## src/sv/rmj_pkg.sv

```systemverilog
// Shared widths, constants and pipeline item types of the radar measurement Jacobian.
package rmj_pkg;

	localparam int FRAC_BITS = 16;
	localparam int DATA_W    = 32;
	localparam int C1_W      = 64;
	localparam int REM_W     = 34;
	localparam int C3_W      = 96;
	localparam int NUM_W     = 128;
	localparam int QB        = 33;
	localparam int SQ_STEPS  = 32;
	localparam int LANES     = 6;

	localparam int L_RDX = 0;
	localparam int L_RDY = 1;
	localparam int L_BDX = 2;
	localparam int L_BDY = 3;
	localparam int L_TDX = 4;
	localparam int L_TDY = 5;

	localparam logic [DATA_W-1:0] RANGE_SQ_RESET = 32'd42950;

	// Substitute state near the origin, rounded to nearest at FRAC_BITS.
	localparam logic [DATA_W-1:0] FB_MILLI =
		DATA_W'(((64'd1 << FRAC_BITS) + 64'd500) / 64'd1000);
	localparam logic [DATA_W-1:0] FB_CENTI =
		DATA_W'(((64'd1 << FRAC_BITS) + 64'd50) / 64'd100);
	localparam logic [C1_W-1:0] FB_C1 =
		C1_W'(FB_MILLI) * C1_W'(FB_MILLI) + C1_W'(FB_CENTI) * C1_W'(FB_CENTI);
	// With vx = vy = px the cross term reduces to px * (py - px).
	localparam logic [C1_W-1:0] FB_AD = C1_W'(FB_MILLI) *
		C1_W'((FB_CENTI >= FB_MILLI) ? (FB_CENTI - FB_MILLI) : (FB_MILLI - FB_CENTI));
	localparam logic FB_PD = (FB_MILLI != 0) && (FB_CENTI > FB_MILLI);
	localparam logic FB_ND = (FB_MILLI != 0) && (FB_CENTI < FB_MILLI);

	typedef struct packed {
		logic [DATA_W-1:0] apx;
		logic [DATA_W-1:0] apy;
		logic              npx;
		logic              npy;
		logic [C1_W-1:0]   ad;
		logic              nd;
		logic              pd;
		logic [C1_W-1:0]   c1;
		logic              fb;
	} side_t;

	typedef struct packed {
		logic [C1_W-1:0]   rad;
		logic [REM_W-1:0]  rem;
		logic [DATA_W-1:0] root;
		side_t             side;
	} sq_t;

	typedef struct packed {
		logic             neg;
		logic             ovf;
		logic [C3_W-1:0]  den;
		logic [C3_W-1:0]  r;
		logic [QB-1:0]    nb;
		logic [QB-1:0]    q;
	} dv_t;

	typedef struct packed {
		logic [LANES-1:0][DATA_W-1:0] ent;
		logic                         fb;
	} out_t;

endpackage

```

## src/sv/rmj_div_cell.sv

```systemverilog
// One quotient bit of a restoring divider lane, passing the lane to the next cell.
module rmj_div_cell import rmj_pkg::*; (
	input  logic clk,
	input  logic en,
	input  dv_t  src,
	output dv_t  dst
);

	logic [C3_W:0] rs;
	logic [C3_W:0] diff;
	logic          ge;
	dv_t           nxt;
	dv_t           data_q;

	always_comb begin
		rs       = {src.r, src.nb[QB-1]};
		diff     = rs - {1'b0, src.den};
		ge       = rs >= {1'b0, src.den};
		nxt      = src;
		nxt.r    = ge ? diff[C3_W-1:0] : rs[C3_W-1:0];
		nxt.q    = {src.q[QB-2:0], ge};
		nxt.nb   = {src.nb[QB-2:0], 1'b0};
	end

	always_ff @(posedge clk) begin
		if (en) begin
			data_q <= nxt;
		end
	end

	assign dst = data_q;

endmodule

```

## config.mk

```make
export PLATFORM = sky130hd
export DESIGN_NAME = rmj_div_cell
export DESIGN_NICKNAME = d
export VERILOG_FILES = /design/src/sv/rmj_pkg.sv /design/src/sv/rmj_div_cell.sv
export SDC_FILE = /design/constraint.sdc
export NUM_CORES = 1
export LEC_CHECK = 0
export ABC_AREA = 1
export BUFFER_PORTS_ARGS = -buffer_cell sky130_fd_sc_hd__buf_2
export CELL_PAD_IN_SITES_DETAIL_PLACEMENT = 0
export CELL_PAD_IN_SITES_GLOBAL_PLACEMENT = 1
export CORE_ASPECT_RATIO = 1.2
export CORE_MARGIN = 8
export CORE_UTILIZATION = 34
export CTS_CLUSTER_DIAMETER = 30
export DETAILED_ROUTE_END_ITERATION = 8
export GPL_TIMING_DRIVEN = 0
export HOLD_SLACK_MARGIN = 0.05
export PLACE_DENSITY_LB_ADDON = 0.1
export RECOVER_POWER = 25
export SYNTH_ARGS = -nofsm -noshare
export SYNTH_HDL_FRONTEND = slang
export SYNTH_SLANG_ARGS = --single-unit
```

## constraint.sdc

```tcl
create_clock -name clk -period 2.4 [get_ports clk]
set_input_delay 0.48 -clock clk [delete_from_list [all_inputs] [get_ports clk]]
set_output_delay 0.48 -clock clk [all_outputs]
set_load 0.005 [all_outputs]
```

==> results of run 1 <==
## cells in the mapped netlist (all sizes together), types with 7 or more instances
library cell | instances | area (um^2)
a21oi | 58 | 294.0
and2 | 8 | 50.05
buf | 27 | 162.7
clkbuf | 15 | 56.30
clkinv | 7 | 26.28
edfxtp | 259 | 7777
ha | 96 | 1201
inv | 693 | 2601
nand2 | 1255 | 4716
nand3 | 90 | 470.5
nand4 | 119 | 744.5
nor2 | 227 | 882.1
nor3 | 16 | 90.09
xor2 | 53 | 464.2
## per-stage QoR
stage               cell area, um^2  instances  setup slack, ns
floorplan                     19650       2938         0.003241
global placement              23170       4192           -2.557
detailed placement            23230       4194           -2.405
CTS                           26250       4308         0.002221
global route                  27410       4326         -0.03623
finish                        27420       4328          0.04432
## routing by layer
metal	track usage	wire [um]	vias to the layer above
met5	0	0	-
met4	0.1173	4039	0
met3	0.04876	4507	116
met2	0.4727	45210	556
met1	0.2773	33570	8986
li1	-	-	10170
## placed cells by master (no fill, tap or decap), types with 5 or more instances in the layout
cell	synthesis	layout
nand4_1	119	119
buf_12	0	6
and2_1	8	7
xor2_1	53	53
inv_2	35	49
nand3_2	4	11
nor2_1	215	141
diode_2	0	7
clkinv_2	0	5
nor2_4	0	47
a21oi_1	57	45
clkbuf_16	0	49
nand3_1	86	64
buf_2	22	521
nand3_4	0	15
nor2_2	12	39
nor3_1	14	12
ha_4	0	74
bufinv_16	0	7
clkbuf_1	15	18
a21oi_2	1	11
ha_2	0	10
nand2_1	1253	1130
nand2_2	2	101
buf_6	4	5
clkbuf_2	0	10
buf_4	1	41
nand2_4	0	24
edfxtp_1	259	259
inv_1	658	645
clkinv_1	7	16
ha_1	96	12
## timing repair
action | in CTS | in global routing
endpoints found under the setup margin | 97 | 97
hold buffers | 2 | 0
resized for setup | 254 | 245
setup buffers | 24 | 14
pin swaps | 24 | 40
hold endpoints to repair | 2 | 0
## cells by family (layout without fill, tap and decap cells)
kind of cell	count (synthesis)	after routing
other cells	1	8
flops	259	259
compound gates	66	66
fa+ha+maj	97	97
xor+xnor	55	55
buf+inv	742	1390
simple gates	1718	1718
## final cells by class
| type | instances | area (um^2) |
|---|---|---|
| flip-flops and latches | 259 | 7777 |
| clock buffers | 55 | 1249 |
| repair buffers | 561 | 3012 |
| diodes | 7 | 17.52 |
| plain buffers | 41 | 287.8 |
| well taps | 735 | 919.6 |
| clock inverters | 33 | 380.4 |
| fillers | 5991 | 29760 |
| multi-input cells | 1937 | 11150 |
| inverters | 700 | 2628 |
## where the power goes
group | leakage, nW | internal [mW] | switching (mW)
Sequential | 2.53 | 5.59 | 0.104
Clock | 0.785 | 4.47 | 2.25
Combinational | 11.2 | 1.74 | 3.00
## how the worst min path moves through the flow
stage | start | endpoint | slack, ns | cells after the start
final | src[41] | dst[42]$_DFFE_PP_ | 0.09 | 1
after global routing | src[41] | dst[42]$_DFFE_PP_ | 0.05 | 1
after CTS | src[0] | dst[1]$_DFFE_PP_ | 0.05 | 1
after detailed placement | src[47] | dst[48]$_DFFE_PP_ | 0.66 | 1
after global placement | src[47] | dst[48]$_DFFE_PP_ | 0.66 | 1
after floorplan | src[9] | dst[10]$_DFFE_PP_ | 0.58 | 0
==> reports/results.ini, run 1 <==
[clock_tree]
root_buffer = clkbuf_16
clk_path_buf_depth = 3
cts_tree = built
path_clk_slew_ns = 0.05
htree_num_levels = 2
cts.sinks = 259
cts_buffers = 49

[sta]
final-setup-viol-count = 0
worst_pin_slew_ns = 0.6893
drv_slew = 0
fin_crit_ns = 2.356
relSlewSlack = 0.5404
timing.hold.ws_ns = 0.08727
fmax_mhz = 424.5
setup-tns-final_ns = 0
fin_crit_sh = 0.9815
final_hold_viol_count = 0

[flow_run]
maxCapViolCount = 0

[worst_setup_path]
cp_slowest_cell = ha_4
path_cells = buf_2 > inv_1 > ha_4 > nand2_2 > nor2_4 > inv_2 > nor2_4 > nand2_4 > nor3_4 > nand3_4 > buf_6 > buf_8 > clkbuf_4 > nand4_1 > nand2_1
crit_end = dst[130]$_DFFE_PP_
path_buf_inv = 6
crit_family = simple AND/OR/NAND/NOR gates
critPathLaunchType = input port
path_max_fanout = 10
crit_top_cell = nor2_4
critical_path_required_ns = 2.72
startpoint = src[233]
arrival_ns = 2.67
cp_slowest_stage_delay_ns = 0.32
worstSetupPathDepth = 15
critPathKind = in2reg
endpoint_kind = flop

[worst_hold_path]
hold_path.class = in2reg

[routing]
dr.pass1.iters = 6
viasPerCell = 4.582
vias = 19830
wl_per_cell_um = 20.18
drtIter0Drc = 1030
drc = 0
drtAntennaViolNets = 0
wl_um = 87330

[power_and_ir_drop]
finalPower_mw = 17.15
vdd_ir_drop_max_uv = 772.9
power.density_nw_per_um2 = 625.5
p_leak_nw = 14.54

[placement]
gpl.final_weighted_congestion = 0.9226
io_buffers = 519
dp_hpwl_um = 74620

[synth]
synth_top_family_by_area = simple AND/OR/NAND/NOR gates
syn_nets = 3297
synthAdderAreaFrac = 0.06215
synth_area_per_cell_um2 = 6.688
synth_xor_area_frac = 0.02451
netlist_instances = 2938
synth_mux_area_frac = 0
yosysUniqueCellTypes = 32
synth_edf_count = 259
synth_warnings = 0
async_flop_share = 0
yosysSeqAreaShare = 0.3958
ys.flop_type = edfxtp_1
yosys.area_share.simple = 0.3551
syn_area_um2 = 19650
synth_compound_area_frac = 0.01738
ys_ff_latch = 259

[final_layout]
drive_gt1_frac = 0.2934
syn_to_final_growth_pct = 39.54
fin_util = 0.4796
nets = 3908
largest_register_ffs = 259

[grt]
grt_pass1_vias = 20370
grt_pass1_wl_um = 125900
grt.overflow.total = 0
grt_max_degree = 134
antenna_found_initial = 5
track_usage = 0.2544

[floorplan]
die_area_um2 = 65780
core_um2 = 57170
rows = 96
die_y_um = 279.4
start_util = 0.3437
die_x_um = 235.5
io_pins = 522

[run_status]
outcome = finished clean

No activity file was read; power rests on OpenSTA's default activity.
==> inputs of run 2 (changes only) <==
--- a/config.mk
+++ b/config.mk
@@ -11,7 +11,7 @@
 export CELL_PAD_IN_SITES_GLOBAL_PLACEMENT = 1
 export CORE_ASPECT_RATIO = 1.2
 export CORE_MARGIN = 8
-export CORE_UTILIZATION = 34
+export CORE_UTILIZATION = 38
 export CTS_CLUSTER_DIAMETER = 30
 export DETAILED_ROUTE_END_ITERATION = 8
 export GPL_TIMING_DRIVEN = 0
==> constraint.sdc (replaced) <==
create_clock -name clk -period 2.62 [get_ports clk]
set_input_delay 0.524 -clock clk [delete_from_list [all_inputs] [get_ports clk]]
set_output_delay 0.524 -clock clk [all_outputs]
set_load 0.005 [all_outputs]
==> reports/results.ini, run 2 (synthesis gave the netlist of run 1 again) <==
[clock_tree]
clk_path_buf_depth = 3
cts_buffers = 51
hold_buffers = 0
cts.sinks = 259
cts_tree = built
path_clk_slew_ns = 0.05
root_buffer = clkbuf_16
htree_num_levels = 2

[routing]
viasPerCell = 4.733
wl_per_cell_um = 20.33
wl_um = 85830
drc = 0
dr.pass1.iters = 8
vias = 19980
drtAntennaViolNets = 0
drtIter0Drc = 1136

[power_and_ir_drop]
vdd_ir_drop_max_uv = 674.8
p_sw_frac = 0.3199
finalPower_mw = 15.34
p_leak_nw = 14.26
combPwrFrac = 0.253
power.switching_mw = 4.908
power.density_nw_per_um2 = 595.6
sequentialPowerShare = 0.341
p_int_mw = 10.43
p_clk_frac = 0.405

[floorplan]
die_y_um = 265.1
rows = 91
core_um2 = 51240
die_area_um2 = 59270
die_x_um = 223.6
io_pins = 522
start_util = 0.3835

[sta]
worst_pin_slew_ns = 1.714
relSlewSlack = -0.1425
drv_slew = 122
fmax_mhz = 388.2
fin_crit_ns = 2.576
setup-tns-final_ns = 0
timing.hold.ws_ns = 0.1224
fin_crit_sh = 0.9832
final_hold_viol_count = 0
final-setup-viol-count = 0

[worst_setup_path]
critPathKind = in2reg
path_max_fanout = 4
critPathLaunchType = input port
arrival_ns = 2.90
endpoint_kind = flop
critical_path_required_ns = 2.94

[final_layout]
final_area_um2 = 25760
syn_to_final_growth_pct = 31.07
drive_gt1_frac = 0.2261
layout_commonest_cell = nand2_1
largest_register_ffs = 259
nets = 3888
most-common-layout-cells = 1,215 x nand2_1, 658 x inv_1, 489 x buf_2, 259 x edfxtp_1, 171 x nor2_1
fin_util = 0.5027

[grt]
grt.overflow.total = 0
grt_max_degree = 139
antenna_found_initial = 4
track_usage = 0.2783
grt_pass1_vias = 20120
grt_pass1_wl_um = 124000

[run_status]
violations = max-capacitance violations, max-slew violations
outcome = finished with violations

[flow_run]
maxCapViolCount = 1

[placement]
gpl.final_weighted_congestion = 0.9111
dp_hpwl_um = 73700
dpl_cell_area_um2 = 23100
io_buffers = 519

[worst_hold_path]
hold_path.class = in2reg

run 2: metrics by stage:
step                      setup WS (ns)  std cells
after floorplan                  0.1792       2938
after global placement           -2.241       4108
after detailed placement         -2.199       4109
after CTS                     0.0001008       4206
after global routing          -0.008126       4222
final                           0.04409       4222
run 2: final timing paths:
path	start	endpoint	slack (ns)	cells after the start
worst max-delay path	src[170]	dst[156]$_DFFE_PP_	0.04	14
worst min-delay path	src[11]	dst[12]$_DFFE_PP_	0.12	1
run 2: repair_timing:
item | 4_1_cts | 5_1_grt
endpoints found under the setup margin | 97 | 96
buffers inserted | 5 | 12
pin swaps | 5 | 14
gates cloned | 0 | 2
resized for setup | 97 | 121
hold endpoints to repair | 0 | 0
run 2: layout make-up:
type / count / area [um^2]
repair buffers: 539 / 2805
plain buffers: 41 / 306.5
flip-flops and latches: 259 / 7777
well taps: 651 / 814.5
multi-input cells: 1937 / 9749
diodes: 2 / 5.005
clock buffers: 56 / 1316
inverters: 700 / 2628
fillers: 5246 / 25480
clock inverters: 37 / 354.1
run 2: worst max-delay path, cell delays in order:
cell,delay [ns]
clkbuf_1,0.12
inv_1,0.08
ha_2,0.38
nand2_1,0.11
nor2_1,0.24
nand3_1,0.12
nand3_1,0.26
nand2_1,0.28
nand3_2,0.27
nand2_1,0.16
nand4_1,0.12
nand2_1,0.10
nand2_1,0.08
nand2_1,0.05
run 2: metal layers:
layer	share of wire	vias to the layer above	track usage
met5	0	-	0
met1	0.39	9173	0.3097
li1	-	10140	-
met4	0.029	0	0.07642
met3	0.047	98	0.03680
met2	0.53	567	0.5441
run 2: power by group through the flow:
stage	registers [mW]	clock network, mW	logic [mW]
after detailed placement	5.30	0	3.71
after floorplan	5.37	0	1.91
final	5.23	6.22	3.89
after global placement	5.32	0	3.68
after global routing	5.27	6.49	4.30
after CTS	5.24	6.33	3.82
