$ cat src/sv/rmj_pkg.sv
// Shared widths, constants and pipeline item types of the radar measurement Jacobian.
package rmj_pkg;

	localparam int FRAC_BITS = 16;
	localparam int DATA_W    = 32;
	localparam int C1_W      = 64;
	localparam int REM_W     = 34;
	localparam int C3_W      = 96;
	localparam int NUM_W     = 128;
	localparam int QB        = 33;
	localparam int SQ_STEPS  = 32;
	localparam int LANES     = 6;

	localparam int L_RDX = 0;
	localparam int L_RDY = 1;
	localparam int L_BDX = 2;
	localparam int L_BDY = 3;
	localparam int L_TDX = 4;
	localparam int L_TDY = 5;

	localparam logic [DATA_W-1:0] RANGE_SQ_RESET = 32'd42950;

	// Substitute state near the origin, rounded to nearest at FRAC_BITS.
	localparam logic [DATA_W-1:0] FB_MILLI =
		DATA_W'(((64'd1 << FRAC_BITS) + 64'd500) / 64'd1000);
	localparam logic [DATA_W-1:0] FB_CENTI =
		DATA_W'(((64'd1 << FRAC_BITS) + 64'd50) / 64'd100);
	localparam logic [C1_W-1:0] FB_C1 =
		C1_W'(FB_MILLI) * C1_W'(FB_MILLI) + C1_W'(FB_CENTI) * C1_W'(FB_CENTI);
	// With vx = vy = px the cross term reduces to px * (py - px).
	localparam logic [C1_W-1:0] FB_AD = C1_W'(FB_MILLI) *
		C1_W'((FB_CENTI >= FB_MILLI) ? (FB_CENTI - FB_MILLI) : (FB_MILLI - FB_CENTI));
	localparam logic FB_PD = (FB_MILLI != 0) && (FB_CENTI > FB_MILLI);
	localparam logic FB_ND = (FB_MILLI != 0) && (FB_CENTI < FB_MILLI);

	typedef struct packed {
		logic [DATA_W-1:0] apx;
		logic [DATA_W-1:0] apy;
		logic              npx;
		logic              npy;
		logic [C1_W-1:0]   ad;
		logic              nd;
		logic              pd;
		logic [C1_W-1:0]   c1;
		logic              fb;
	} side_t;

	typedef struct packed {
		logic [C1_W-1:0]   rad;
		logic [REM_W-1:0]  rem;
		logic [DATA_W-1:0] root;
		side_t             side;
	} sq_t;

	typedef struct packed {
		logic             neg;
		logic             ovf;
		logic [C3_W-1:0]  den;
		logic [C3_W-1:0]  r;
		logic [QB-1:0]    nb;
		logic [QB-1:0]    q;
	} dv_t;

	typedef struct packed {
		logic [LANES-1:0][DATA_W-1:0] ent;
		logic                         fb;
	} out_t;

endpackage

$ cat src/sv/rmj_sqrt_cell.sv
// One digit of the integer square root, passing the item on to the next cell.
module rmj_sqrt_cell import rmj_pkg::*; (
	input  logic clk,
	input  logic arst_n,
	input  logic en,
	input  logic src_vld,
	input  sq_t  src,
	output logic dst_vld,
	output sq_t  dst
);

	logic [REM_W+1:0] rem_sh;
	logic [REM_W+1:0] trial;
	logic [REM_W+1:0] diff;
	logic             ge;
	sq_t              nxt;
	logic             vld_q;
	sq_t              data_q;

	always_comb begin
		rem_sh   = {src.rem, src.rad[C1_W-1 -: 2]};
		trial    = {2'b00, src.root, 2'b01};
		diff     = rem_sh - trial;
		ge       = rem_sh >= trial;
		nxt.rad  = {src.rad[C1_W-3:0], 2'b00};
		nxt.rem  = ge ? diff[REM_W-1:0] : rem_sh[REM_W-1:0];
		nxt.root = {src.root[DATA_W-2:0], ge};
		nxt.side = src.side;
	end

	always_ff @(posedge clk or negedge arst_n) begin
		if (!arst_n) begin
			vld_q <= 1'b0;
		end else if (en) begin
			vld_q <= src_vld;
		end
	end

	always_ff @(posedge clk) begin
		if (en) begin
			data_q <= nxt;
		end
	end

	assign dst_vld = vld_q;
	assign dst     = data_q;

endmodule

$ cat config.mk
export PLATFORM = sky130hd
export DESIGN_NAME = rmj_sqrt_cell
export DESIGN_NICKNAME = d
export VERILOG_FILES = /design/src/sv/rmj_pkg.sv /design/src/sv/rmj_sqrt_cell.sv
export SDC_FILE = /design/constraint.sdc
export NUM_CORES = 1
export LEC_CHECK = 0
export BUFFER_PORTS_ARGS = -buffer_cell sky130_fd_sc_hd__buf_2
export CORE_AREA = 5 5 255 257
export DETAILED_ROUTE_END_ITERATION = 12
export DIE_AREA = 0 0 260 262
export GPL_TIMING_DRIVEN = 0
export PLACE_DENSITY = 0.51
export SLEW_MARGIN = 30
export SYNTH_ARGS = -nofsm -noshare
export SYNTH_HDL_FRONTEND = slang
export SYNTH_SLANG_ARGS = --single-unit
$ cat constraint.sdc
create_clock -name clk -period 0.92 [get_ports clk]
set_input_delay 0.184 -clock clk [delete_from_list [all_inputs] [get_ports clk]]
set_output_delay 0.184 -clock clk [all_outputs]
set_load 0.01 [all_outputs]
==> summary.txt, run 1 <==
Cells and area
  – Total Nets Final: 2147
  – Commonest non-fill, non-tap cells in the layout: 591 x sky130_fd_sc_hd__buf_2, 325 x sky130_fd_sc_hd__edfxtp_1, 325 x sky130_fd_sc_hd__dlygate4sd3_1
  – Commonest non-fill, non-tap cell in the layout: sky130_fd_sc_hd__buf_2
  – Final design area excluding fillers: 23000 µm²
  – Syn-to-layout area delta: 87.9%
  – Final core area utilization: 36.9%
  – Share of final-layout standard cells stronger than drive strength 1: approximately 50%

Worst setup path
  – Maximum net fanout on the critical path: 7
  – Critical-path top delay cell: sky130_fd_sc_hd__a211oi_4
  – Worst Reg2Reg Path Length in Cells: 2
  – Category of the worst setup path capture point: register
  – R2r startpoint: dst_vld
  – List of cells traversed by the critical path: buf_8 -> inv_4 -> ha_4 -> a21o_1 -> a31o_1 -> a211oi_4 -> buf_6 -> o211ai_4 -> a21bo_4 -> mux2i_1 -> o221ai_2 -> mux2_4
  – Crit path DAT: 2.35 ns
  – Class of the most critical setup path: in2reg
  – Kind of start point of the critical path: input pin
  – Worst reg2reg path endpoint: dst_vld
  – Reg-to-reg setup timing slack: approximately 0.030 ns
  – Startpoint of the worst setup timing path: src[206]
  – Critical path required time: 1.22 ns
  – Longest individual stage delay on the worst path: 0.32 ns

Global route
  – Leftover overflow at the end of global routing: 0
  – Global-route wire length before repair: 76400 µm
  – Initial antenna violation count: 28
  – Vias in the first global route: roughly 11000
  – Total GRT Usage: 15.4%
  – Pin count of the biggest net entering global routing: 48

Floorplanning
  – Die area: 68100 µm²
  – Initial core utilization: 19.6%
  – Number of top-level pins: 659
  – Placeable core area: 62500 µm²
  – Die boundary height: 262 µm
  – Floorplan die width: approximately 260 µm
  – Number of placement rows: slightly above 90

STA
  – Smallest hold slack: 0.0372 ns
  – Max Slew Vio Count: 0
  – Setup violations, final: about 360
  – Unrepaired setup endpoints after global routing: yes
  – Clock skew after layout: 0 ns
  – Final hold violations: 0
  – Setup WS post-layout: -1.13 ns
  – Tcrit/Tclk final: 223%
  – Shortest period the worst path allows: between 2 and 2.5 ns
  – TNS Setup: -143.58 ns
  – Fmax: 487 MHz

Logic synthesis
  – Top_reg_cell synth: sky130_fd_sc_hd__edfxtp_1
  – EDFF count, synth: 325
  – Sequential fraction of the synthesis area: 79.8%
  – Average footprint of a synthesized cell: roughly 17 µm²
  – Synth Register Bits: 326
  – Async SR Flop Fraction: less than 1%
  – Combinational family with the most area after synthesis: compound AO/OA/AOI/OAI gates
  – Multiplexer share of the synthesized area: less than 1%
  – Number of distinct library cells after synthesis: 64
  – Synthesized instance count: around 710
  – Area of the mapped netlist: 12300 µm²
  – Count of yosys warnings during synthesis: 0
  – Post-synthesis compound-gate area fraction: under 10%
  – Post-synthesis share of cell area spent on and, or, nand and nor gates: 4.57%
  – Synthesized-area fraction occupied by xor and xnor cells: under 10%
  – Post-synthesis share of cell area spent on full adders, half adders and majority gates: 3.47%

Power
  – Peak supply drop: around 1.2 mV
  – Static Leak: 0.00967 µW
  – Switching Share: 25.6%
  – Int Pwr: about 31000 µW
  – Pwr per Cell Area: 1830 nW/µm²
  – NetSw: 10800 µW
  – Relative contribution of sequential cells to total power: 43.2%
  – Design Power: around 42000 µW
  – Logic gate share of total power: a little under a fifth
  – Share of total power in the clock network: between 30% and 40%

Drt
  – Total via count in the routed design: 10565
  – Vias/cell: 3.96
  – Detail-routed net length per standard cell: 21.4 µm
  – Number of design-rule violations left by the first detailed-router iteration: 590
  – Final wirelength: 57000 µm
  – Residual antenna-violating net count after detailed routing: 0
  – Total iterations of the first detailed-routing run: 5
  – Remaining design rule violation count: 0

CTS
  – Clk root buf: sky130_fd_sc_hd__clkbuf_16
  – Clock net sink count: 326
  – CTS tree: yes
  – Worst-skew pair later-pin latency: 0.54 ns
  – Clk buf depth: 3
  – H-tree Lvls: 2
  – TritonCTS Buffers: 40
  – Register clock-pin slew on the reported worst setup and hold paths: ~0.06 ns

Hold path
  – Worst hold path type: in2reg
  – Sink of the worst hold path: dst[191]
  – Origin of the worst min-delay path: en
  – Number of cells on the worst hold path: 1

Placed design
  – Detailed placement HPWL: 42800 µm
  – Cell area after placement: approximately 17000 µm²
  – RePlAce Congestion: 0.799
  – Number of input and output port buffers inserted: 656

Flow run
  – # Max-Cap Violations: 0

Outcome
  – Run status: finished, violations left
  – Violated checks: negative setup slack
[registers in the layout, indices dropped and copies added (netlist names)]
| signal | flops |
|---|---|
| dst | 325 |
| dst_vld | 1 |
[critical path: cells and delay by family]
| kind | cells | cell delay [ns] |
|---|---|---|
| multiplexers | 2 | 0.43 |
| AO/OA/AOI/OAI | 6 | 1.20 |
| buffers and inverters | 3 | 0.31 |
| adder cells (fa/ha/maj) | 1 | 0.22 |
[kinds of logic (layout without fill, tap and decap cells)]
logic type	after synthesis	count (layout)
flip-flops	326	326
AO/OA/AOI/OAI	133	133
other	1	11
XOR/XNOR	27	27
adder cells (fa/ha/maj)	34	34
multiplexers	6	6
AND/OR/NAND/NOR	120	120
buffers and inverters	59	1164
[worst max-delay path by stage]
stage	end	slack (ns)	cells past startpoint
3_3_place_gp	dst_vld	-5.55	2
4_1_cts	dst[256]	-1.17	13
5_1_grt	dst[256]	-1.20	12
3_5_place_dp	dst[247]	-2.23	12
6_report	dst[256]	-1.13	12
2_1_floorplan	dst[256]	-1.35	9
[timing repair]
item,CTS,global route
hold endpoints to repair,325,1
buffers inserted,27,15
gates resized for setup,122,92
pin swaps,22,32
hold buffers,325,1
cloned,6,1
endpoints found under the setup margin,580,364
[metal layers]
metal | wire length (µm) | GRT usage, % | share of wire [%] | up-vias
li1 | - | - | - | 4878
met1 | 18800 | 15.0 | 33 | 5149
met5 | 114 | 0 | 0.20 | -
met4 | 1780 | 5.17 | 3.1 | 16
met3 | 5980 | 7.19 | 11 | 113
met2 | 30200 | 28.6 | 53 | 409
[synthesized netlist by cell type (all sizes together), types with 2 or more instances]
cell type / number / area share [%]
edfxtp: 325 / 80
nand2: 58 / 1.8
o21ai: 46 / 1.9
inv: 42 / 1.3
ha: 34 / 3.5
a21oi: 28 / 1.1
a21o: 20 / 1.2
nor2: 18 / 0.55
xnor2: 14 / 1.0
xor2: 13 / 0.93
nor3: 10 / 0.41
buf: 9 / 0.46
clkbuf: 7 / 0.32
nand4: 7 / 0.41
nand3: 6 / 0.24
a31oi: 5 / 0.38
and2: 5 / 0.28
and3: 5 / 0.29
nand2b: 5 / 0.25
o31ai: 5 / 0.35
mux2i: 4 / 0.33
o211ai: 3 / 0.22
o21a: 3 / 0.18
o41ai: 3 / 0.40
a211oi: 2 / 0.22
a21boi: 2 / 0.12
a31o: 2 / 0.14
mux2: 2 / 0.21
o221ai: 2 / 0.14
o31a: 2 / 0.14
[power by group through the flow]
stage	Sequential [µW]	Combinational, µW	Clock [µW]
3_5_place_dp	18500	5790	0
2_1_floorplan	19200	1780	0
6_report	18300	7910	16100
4_1_cts	18200	7660	16700
3_3_place_gp	18600	5710	0
5_1_grt	18400	8510	17300
[final cells by class]
class / instances / area, µm²
sequential: 326 / 9780
inverter: 43 / 201
fill: 6061 / 39500
clock inverter: 21 / 283
timing repair buffer: 1034 / 7600
buffer: 15 / 213
tap: 846 / 1060
clock buffer: 51 / 1040
multi-input combinational: 322 / 2840
antenna: 9 / 22.5
[through the flow]
step / std cells / worst slack [ns]
floorplan: 707 / -1.35
global placement: 2209 / -5.55
detailed placement: 2212 / -2.23
CTS: 2641 / -1.17
global route: 2663 / -1.20
finish: 2667 / -1.13
No activity file was read; power rests on OpenSTA's default activity.
==> inputs of run 2 (changes only) <==
GPL_TIMING_DRIVEN = not set   (was 0)
TNS_END_PERCENT = 50   (was not set)
==> run 2 against run 1 <==
The run still ends with negative setup slack left. Sequential cell count did not move. Clock power fell by 8%. Sequential power hardly changed. Register-to-register slack better by 0.14 ns. Clock-buffer cell count down 2. Critical path type unchanged. Largest cell class unchanged.
==> summary.txt, run 2 (synthesized netlist as in run 1, its figures left out) <==
Outcome
  – Run status: finished, violations left
  – Violated checks: negative setup slack

STA
  – Shortest period the worst path allows: 2.06 ns (+0.00520 ns)
  – Setup violations, final: 361 (unchanged)
  – Unrepaired setup endpoints after global routing: yes
  – Max Slew Vio Count: 0 (unchanged)
  – Setup WS post-layout: -1.14 ns (-0.00520 ns)
  – Smallest hold slack: 0.0244 ns (-0.0128 ns)
  – Clock skew after layout: 0 ns (unchanged)
  – Fmax: 486 MHz (-0.25%)
  – Final hold violations: 0 (unchanged)
  – TNS Setup: -143.51 ns (+0.0700 ns)
  – Tcrit/Tclk final: 224% (+0.57 points)

Worst setup path
  – Class of the most critical setup path: in2reg
  – Category of the worst setup path capture point: register
  – Kind of start point of the critical path: input pin
  – Worst Reg2Reg Path Length in Cells: 1 (-1)
  – Worst reg2reg path endpoint: dst_vld
  – R2r startpoint: dst_vld
  – Maximum net fanout on the critical path: 6 (-1)
  – Crit path DAT: 2.35 ns (about the same)
  – Reg-to-reg setup timing slack: 0.17 ns (+0.14 ns)
  – Critical path required time: 1.21 ns (about the same)

Floorplanning
  – Die boundary height: 262 µm (unchanged)
  – Die area: 68100 µm² (unchanged)
  – Floorplan die width: 260 µm (unchanged)
  – Placeable core area: 62500 µm² (unchanged)
  – Number of top-level pins: 659 (unchanged)
  – Number of placement rows: 92 (unchanged)
  – Initial core utilization: 19.6% (unchanged)

Placed design
  – Detailed placement HPWL: 47100 µm (+9.9%)
  – RePlAce Congestion: 0.854 (+6.8%)
  – Number of input and output port buffers inserted: 656 (unchanged)
  – Dpl ws: -1.91 ns (+0.319 ns)

Cells and area
  – Share of final-layout standard cells stronger than drive strength 1: 54.3% (+5.2 points)
  – Number of flip-flops under the largest register name: 325 (unchanged)
  – Multi-input logic area: 3090 µm² (+8.9%)
  – Commonest non-fill, non-tap cell in the layout: sky130_fd_sc_hd__buf_2
  – Count of fill cells added during filler insertion: 6000 (-1.0%)
  – Syn-to-layout area delta: 95.6%
  – Area used by sequential logic in the layout: 9780 µm² (unchanged)
  – Commonest non-fill, non-tap cells in the layout: 588 x sky130_fd_sc_hd__buf_2, 325 x sky130_fd_sc_hd__edfxtp_1, 319 x sky130_fd_sc_hd__dlygate4sd3_1
  – Total Nets Final: 2263 (+5.4%)

CTS
  – Worst-skew pair later-pin latency: 0.54 ns (about the same)
  – CTS tree: yes
  – Clk buf depth: 3 (unchanged)
  – TritonCTS Buffers: 40 (unchanged)
  – Clock net sink count: 326 (unchanged)
  – Register clock-pin slew on the reported worst setup and hold paths: 0.05 ns (about the same)
  – H-tree Lvls: 2 (unchanged)
  – Clk root buf: sky130_fd_sc_hd__clkbuf_16

Drt
  – Number of design-rule violations left by the first detailed-router iteration: 748 (+27%)
  – Total via count in the routed design: 11139 (+5.4%)
  – Vias/cell: 3.99 (+0.82%)
  – Residual antenna-violating net count after detailed routing: 0 (unchanged)
  – Remaining design rule violation count: 0 (unchanged)
  – Detail-routed net length per standard cell: 21.5 µm (+0.63%)
  – Total iterations of the first detailed-routing run: 5 (unchanged)
  – Final wirelength: 59900 µm (+5.2%)

Global route
  – Vias in the first global route: 11884 (+5.3%)
  – Met3 Resource Use GR: 8.09% (+0.90 points)
  – Pin count of the biggest net entering global routing: 30 (-38%)
  – Met2 routing resource usage after global routing: 28.6% (-0.044 points)
  – Global-route wire length before repair: 79100 µm (+3.4%)
  – Total GRT Usage: 15.8% (+0.47 points)
  – Most crowded layer after global routing: met2
  – Met1 capacity usage during global routing: 16.1% (+1.0 points)
  – Initial antenna violation count: 33 (+18%)
  – Leftover overflow at the end of global routing: 0 (unchanged)

Power
  – Pwr per Cell Area: 1750 nW/µm² (-4.8%)
  – Static Leak: 0.0103 µW (+6.3%)
  – Peak supply drop: 1.06 mV (-9.3%)

Hold path
  – Origin of the worst min-delay path: src[232]
  – Number of cells on the worst hold path: 4 (+3)
  – Sink of the worst hold path: dst[234]
  – Worst hold path type: in2reg

Flow run
  – # Max-Cap Violations: 0 (unchanged)
==> run 2: stage by stage <==
step                std cells  cell area [µm²]  util (%)  total power (µW)
global placement         2354            18100      29.0             24900
detailed placement       2354            18100      29.0             24900
CTS                      2755            23200      37.1             41800
global route             2778            24000      38.3             43700
floorplan                 707            12600         -             20900
finish                   2789            24000      38.4             41900
==> run 2: metal layers <==
layer | up-vias | part of all wire [%]
li1 | 5117 | -
met1 | 5399 | 34
met2 | 467 | 52
met3 | 134 | 11
met4 | 22 | 3.0
met5 | - | 0.26
==> run 2: worst max-delay path, cell delays in order <==
cell,delay [ns]
sky130_fd_sc_hd__buf_8,0.10
sky130_fd_sc_hd__ha_4,0.26
sky130_fd_sc_hd__nor2b_4,0.13
sky130_fd_sc_hd__o31a_1,0.30
sky130_fd_sc_hd__o21ai_1,0.17
sky130_fd_sc_hd__o211ai_1,0.10
sky130_fd_sc_hd__buf_4,0.17
sky130_fd_sc_hd__a211oi_4,0.27
sky130_fd_sc_hd__buf_4,0.17
sky130_fd_sc_hd__o21a_4,0.23
sky130_fd_sc_hd__clkbuf_16,0.20
sky130_fd_sc_hd__xnor2_4,0.06
==> run 2: worst max path at each step <==
stage          cells past startpoint       end  slack, ns  startpoint
4_1_cts                           10  dst[256]      -1.10    src[229]
5_1_grt                           12  dst[255]      -1.14    src[229]
3_3_place_gp                      14  dst[248]      -1.90    src[202]
3_5_place_dp                      13  dst[250]      -1.91    src[202]
2_1_floorplan                      9  dst[256]      -1.35    src[238]
6_report                          12  dst[229]      -1.14    src[229]
==> run 2: what timing repair did <==
action,in CTS,in global routing
hold buffers,319,0
cloned,2,7
pin swaps,47,71
endpoints found under the setup margin,361,361
buffers inserted,11,12
gates resized for setup,161,138
hold endpoints to repair,318,0
==> run 2: area by class of cell <==
type                       instances  share of cell area (%)
clock inverter                    21                   0.605
clock buffer                      49                    4.49
antenna                           17                   0.177
multi-input combinational        324                    12.9
sequential                       326                    40.8
tap                              846                    4.41
inverter                          43                   0.756
timing repair buffer            1163                    35.9
==> run 2: where the power goes <==
| group | switching (µW) | total, µW | internal [µW] |
|---|---|---|---|
| Clock | 6250 | 14800 | 8600 |
| Sequential | 465 | 18300 | 17900 |
| Combinational | 4220 | 8680 | 4460 |
| Total | 10900 | 41900 | 30900 |
